File: config.mk
export PLATFORM = sky130hd
export DESIGN_NAME = rllt_cell
export DESIGN_NICKNAME = d
export VERILOG_FILES = /design/src/rtl/rllt_pkg.sv /design/src/rtl/rllt_cell.sv
export SDC_FILE = /design/constraint.sdc
export NUM_CORES = 1
export LEC_CHECK = 0
export ABC_AREA = 1
export BUFFER_PORTS_ARGS = -buffer_cell sky130_fd_sc_hd__clkbuf_2
export CAP_MARGIN = 20
export CORE_ASPECT_RATIO = 0.5
export CORE_MARGIN = 4
export CORE_UTILIZATION = 35
export DETAILED_ROUTE_END_ITERATION = 6
export GPL_TIMING_DRIVEN = 0
export PLACE_DENSITY_LB_ADDON = 0.08
export SLEW_MARGIN = 40
export SYNTH_ARGS = -nofsm -noshare
export SYNTH_HDL_FRONTEND = slang
export SYNTH_SLANG_ARGS = --single-unit
File: constraint.sdc
create_clock -name clk -period 3.5 [get_ports clk]
set_input_delay 0.7 -clock clk [delete_from_list [all_inputs] [get_ports clk]]
set_output_delay 0.7 -clock clk [all_outputs]
set_load 0.02 [all_outputs]
File: src/rtl/rllt_pkg.sv
// ----------------------------------------------------------------------------
// rllt_pkg
// Shared types and codes for the run-length line table.
// ----------------------------------------------------------------------------
`default_nettype none

package rllt_pkg;

  localparam logic OP_RECORD = 1'b0;
  localparam logic OP_LOOKUP = 1'b1;

  localparam logic [1:0] ST_OK        = 2'd0;
  localparam logic [1:0] ST_FULL      = 2'd1;
  localparam logic [1:0] ST_NOT_FOUND = 2'd2;

  typedef struct packed {
    logic        opcode;
    logic [15:0] line_number;
    logic [15:0] offset;
  } rllt_req_t;

  typedef struct packed {
    logic [15:0] found_line;
    logic [1:0]  status;
  } rllt_rsp_t;

  // lookup token walking down the cell row
  typedef struct packed {
    logic        valid;
    logic        done;
    logic [15:0] line;
  } rllt_tok_t;

  // broadcast write into one cell
  typedef struct packed {
    logic        en;
    logic        fresh;
    logic [15:0] line;
  } rllt_wr_t;

endpackage

`default_nettype wire

File: src/rtl/rllt_cell.sv
// ----------------------------------------------------------------------------
// rllt_cell
// One run of the table: line and length, plus one stage of the lookup walk.
// ----------------------------------------------------------------------------
`default_nettype none

module rllt_cell #(
  parameter int MAX_RUNS    = 256,
  parameter int MAX_OFFSETS = 65536,
  parameter int INDEX       = 0
) (
  input  wire logic                                 clk,
  input  wire logic                                 rst,
  input  wire rllt_pkg::rllt_wr_t                   wr,
  input  wire logic [$clog2(MAX_RUNS)-1:0]          wr_idx,
  input  wire logic [$clog2(MAX_RUNS+1)-1:0]        count,
  input  wire logic [15:0]                          offset,
  input  wire rllt_pkg::rllt_tok_t                  tok_in,
  input  wire logic [$clog2(MAX_OFFSETS+1)-1:0]     sum_in,
  output rllt_pkg::rllt_tok_t                       tok_out,
  output logic [$clog2(MAX_OFFSETS+1)-1:0]          sum_out
);
  import rllt_pkg::*;

  localparam int IDX_W = $clog2(MAX_RUNS);
  localparam int CNT_W = $clog2(MAX_RUNS + 1);
  localparam int SUM_W = $clog2(MAX_OFFSETS + 1);
  localparam int CMP_W = (SUM_W > 16) ? SUM_W : 16;

  logic [15:0]    run_line;
  logic [SUM_W-1:0] run_len;
  logic           active;
  logic           hit;
  logic [SUM_W-1:0] sum_add;

  assign active  = (count > CNT_W'(INDEX));
  assign sum_add = sum_in + run_len;
  assign hit     = tok_in.valid && !tok_in.done && active &&
                   (CMP_W'(sum_add) > CMP_W'(offset));

  // run storage, written only through the broadcast port
  always_ff @(posedge clk) begin
    if (wr.en && (wr_idx == IDX_W'(INDEX))) begin
      if (wr.fresh) begin
        run_line <= wr.line;
        run_len  <= SUM_W'(1);
      end else begin
        run_len  <= run_len + SUM_W'(1);
      end
    end
  end

  always_ff @(posedge clk) begin
    if (rst) begin
      tok_out.valid <= 1'b0;
    end else begin
      tok_out.valid <= tok_in.valid;
    end
    tok_out.done <= tok_in.done | hit;
    tok_out.line <= hit ? run_line : tok_in.line;
    sum_out      <= active ? sum_add : sum_in;
  end

endmodule

`default_nettype wire

==> impl_metrics.yaml <==
global_route:
  grtUsageTotal_pct: 15.4
  grt_pass1_wl_um: 15100
  grt_max_degree: 18
  antenna_found_initial: 0
  grt_pass1_vias: 3170
  grt.overflow.total: 0
logic_synthesis:
  synth-edff-count: 33
  synth_top_area_share_pct: 26.2
  avgSynthCellArea_um2: 8.14
  synth_area_leader_cell: "edfxtp_1"
  syn_nets: 587
  yosysWarnings: 0
  synth-seq-cells: 68
  synth_cells: 465
  synth_area_leaders: "edfxtp_1, dfxtp_1, nand2_1"
  synth_commonest_cells: "nand2_1, inv_1, dfxtp_1, nor2_1, nand3_1"
  synth_seq_area_share_pct: 44.7
  synth.most_common_cell: "nand2_1"
  syn_area_mm2: 0.00378
  synth_flop_cell: "dfxtp_1"
  synthArstFlopShare_pct: 0
  synthDistinctLibCells: 34
detailed_routing:
  drtPass1Iterations: 4
  viasPerCell: 4.49
  drc: 0
  drt-total-wl_um: 9640
  num_vias: 3348
  drt_iter0_drc: 125
  wire_per_inst_um: 12.9
  ant_nets: 0
clocking:
  cts_root_buf: "clkbuf_16"
  cts_made_buffers: 9
  htreeDepth: 3
  cts.path.max_buffers: 2
  cts_tree: "built"
  clock_latency_ps: 330
  cts.sinks: 68
  clkTransAtPathRegs_ps: 60
sta:
  layout_min_cycle_time_ps: 3260
  worst_clock_skew_ps: 7.64
  period_share_pct: 93.2
  max_freq_ghz: 0.307
  setup_viol: 0
  tightest_slew_ps: 733
  slew_headroom_pct: 50.9
  holdWs_ps: 467
  slew_viol_final: 0
  final_hold_viol_count: 0
pwr:
  seq_power_share_pct: 40.2
  p_clk_share_pct: 42.8
  switchingPower_uw: 617
  p_per_area_mw_per_mm2: 445
  p_sw_share_pct: 28.0
  p_int_mw: 1.58
  ir_drop_mv: 0.186
  combPwrFrac_pct: 17.0
  p_leak_nw: 2.52
  finalPower_mw: 2.20
cells_and_area:
  fill_cells: 1077
  drive_gt1_share_pct: 26.9
  area_growth_pct: 30.9
  antennaDiodeCount: 0
  fin_nets: 723
min_path:
  min_path_cells: 2
  hp-class: "reg -> reg"
  min-delay-start: "run_line[11]$_DFFE_PP_"
  hold_path_end: "tok_out[11]$_DFF_P_"
die:
  core_area_mm2: 0.0104
  dieArea_mm2: 0.0126
  die_h_um: 81.5
  ioPinCount: 123
  row_count: 26
  fp.dieW_um: 155
  start_util_pct: 36.5
critical_path:
  worst-path-max-fanout: 6
  critPathRequiredTime_ps: 3720
  timing.rr.end: "tok_out[3]$_DFF_P_"
  crit_path_end_kind: "flop"
  reg2reg_slack_ps: 240
  reg2reg_from: "run_len[0]$_SDFFCE_PP1P_"
  path_class: "reg -> reg"
  rr_worst_depth: 20
  startpoint_type: "flop"
  crit_arrival_ps: 3490
placement:
  finalWeightedCongestion: 0.795
  hpwl_um: 7860
  port_buffers: 121
flow_run:
  cap_violations: 0
outcome:
  status: "finished clean"
-- power by group through the flow --
stage | sequential [mW] | combinational, mW | clock (mW)
2_1_floorplan | 0.955 | 0.173 | 0
3_5_place_dp | 0.904 | 0.368 | 0
6_report | 0.886 | 0.374 | 0.942
5_1_grt | 0.889 | 0.423 | 1.01
3_3_place_gp | 0.903 | 0.363 | 0
4_1_cts | 0.887 | 0.370 | 0.968
-- logic make-up after synthesis --
family,after synthesis,synth area share (%)
adder cells (fa/ha/maj),34,11.4
AO/OA/AOI/OAI,52,7.41
flip-flops,68,44.7
buffers and inverters,62,6.42
XOR/XNOR,15,3.67
AND/OR/NAND/NOR,234,26.4
-- stage by stage --
stage                     setup TNS, ps  setup WS (ps)  instance area [µm²]  utilization (%)  cells
final                                 0            238                 4950             47.7    746
after CTS                             0           56.2                 4900             47.2    744
after global routing              -2.94          -2.94                 4950             47.7    746
after floorplan                       0            246                 3780                -    465
after detailed placement          -2610           -227                 4590             44.2    728
after global placement            -8600           -387                 4560             44.0    726
-- worst max-delay path, cell delays in order (launching register included) --
cell and delay, ps:
edfxtp_1 490, ha_2 250, fa_2 350, nand3_2 80
nand2_1 70, nand2_1 80, nand2_2 90, nand3_1 80
nand2_1 100, a21oi_2 160, nand2_1 80, and2_1 180
ha_1 290, a21o_1 160, a21oi_1 150, nand2_1 70
nand2_1 100, nand2_4 90, buf_4 180, nand3_1 60
nand2_1 60
-- layout by cell type, fill, tap and decap left out, types with 4 or more instances in the layout --
cell type,synthesis,final
dfxtp_1,35,35
ha_1,33,32
edfxtp_1,33,33
nor3_2,3,5
inv_1,53,53
nand3_1,34,33
clkbuf_16,0,9
buf_4,0,4
nor2_1,35,33
xor2_1,9,8
o21ai_0,14,13
nor3_1,10,8
a21oi_1,29,28
nand2_1,139,139
xnor2_1,5,5
clkbuf_2,0,121
-- how the worst max path moves through the flow --
stage                              from                     end  slack [ps]  depth (start not counted)
3_5_place_dp                  sum_in[0]     tok_out[13]$_DFF_P_        -230                         21
5_1_grt        run_len[0]$_SDFFCE_PP1P_     tok_out[13]$_DFF_P_          -3                         20
2_1_floorplan                 sum_in[0]      tok_out[5]$_DFF_P_         250                         20
6_report       run_len[0]$_SDFFCE_PP1P_      tok_out[3]$_DFF_P_         240                         20
4_1_cts        run_len[0]$_SDFFCE_PP1P_     tok_out[13]$_DFF_P_          60                         20
3_3_place_gp                     wr[16]  run_line[15]$_DFFE_PP_        -390                          3
-- final cells by class --
| cell class | count | area [µm²] | share of cell area [%] |
|---|---|---|---|
| inverter | 55 | 206 | 4.17 |
| clock inverter | 7 | 83.8 | 1.69 |
| sequential | 68 | 1690 | 34.1 |
| clock buffer | 9 | 225 | 4.55 |
| tap | 140 | 175 | 3.54 |
| multi-input combinational | 335 | 1900 | 38.3 |
| timing repair buffer | 126 | 641 | 12.9 |
| buffer | 6 | 31.3 | 0.631 |
-- layer usage --
metal  vias to the layer above  routed length (µm)  global-route usage (%)
li1                       1802                   -                       -
met1                      1458                4820                    21.0
met2                        81                4150                    24.3
met3                         7                 595                    4.32
met4                         0                  71                    4.23
met5                         -                   0                       0
-- repair_timing --
action	CTS	global route
hold buffers	0	0
setup buffers	0	3
setup endpoints to repair	0	17
resized for setup	0	12
-- state kept, by name, summed over array words and instances (netlist names) --
| register | cells |
|---|---|
| sum_out | 17 |
| run_line | 16 |
| run_len | 17 |
| tok_out | 18 |
Note: power is estimated with default switching activity, not from simulation.
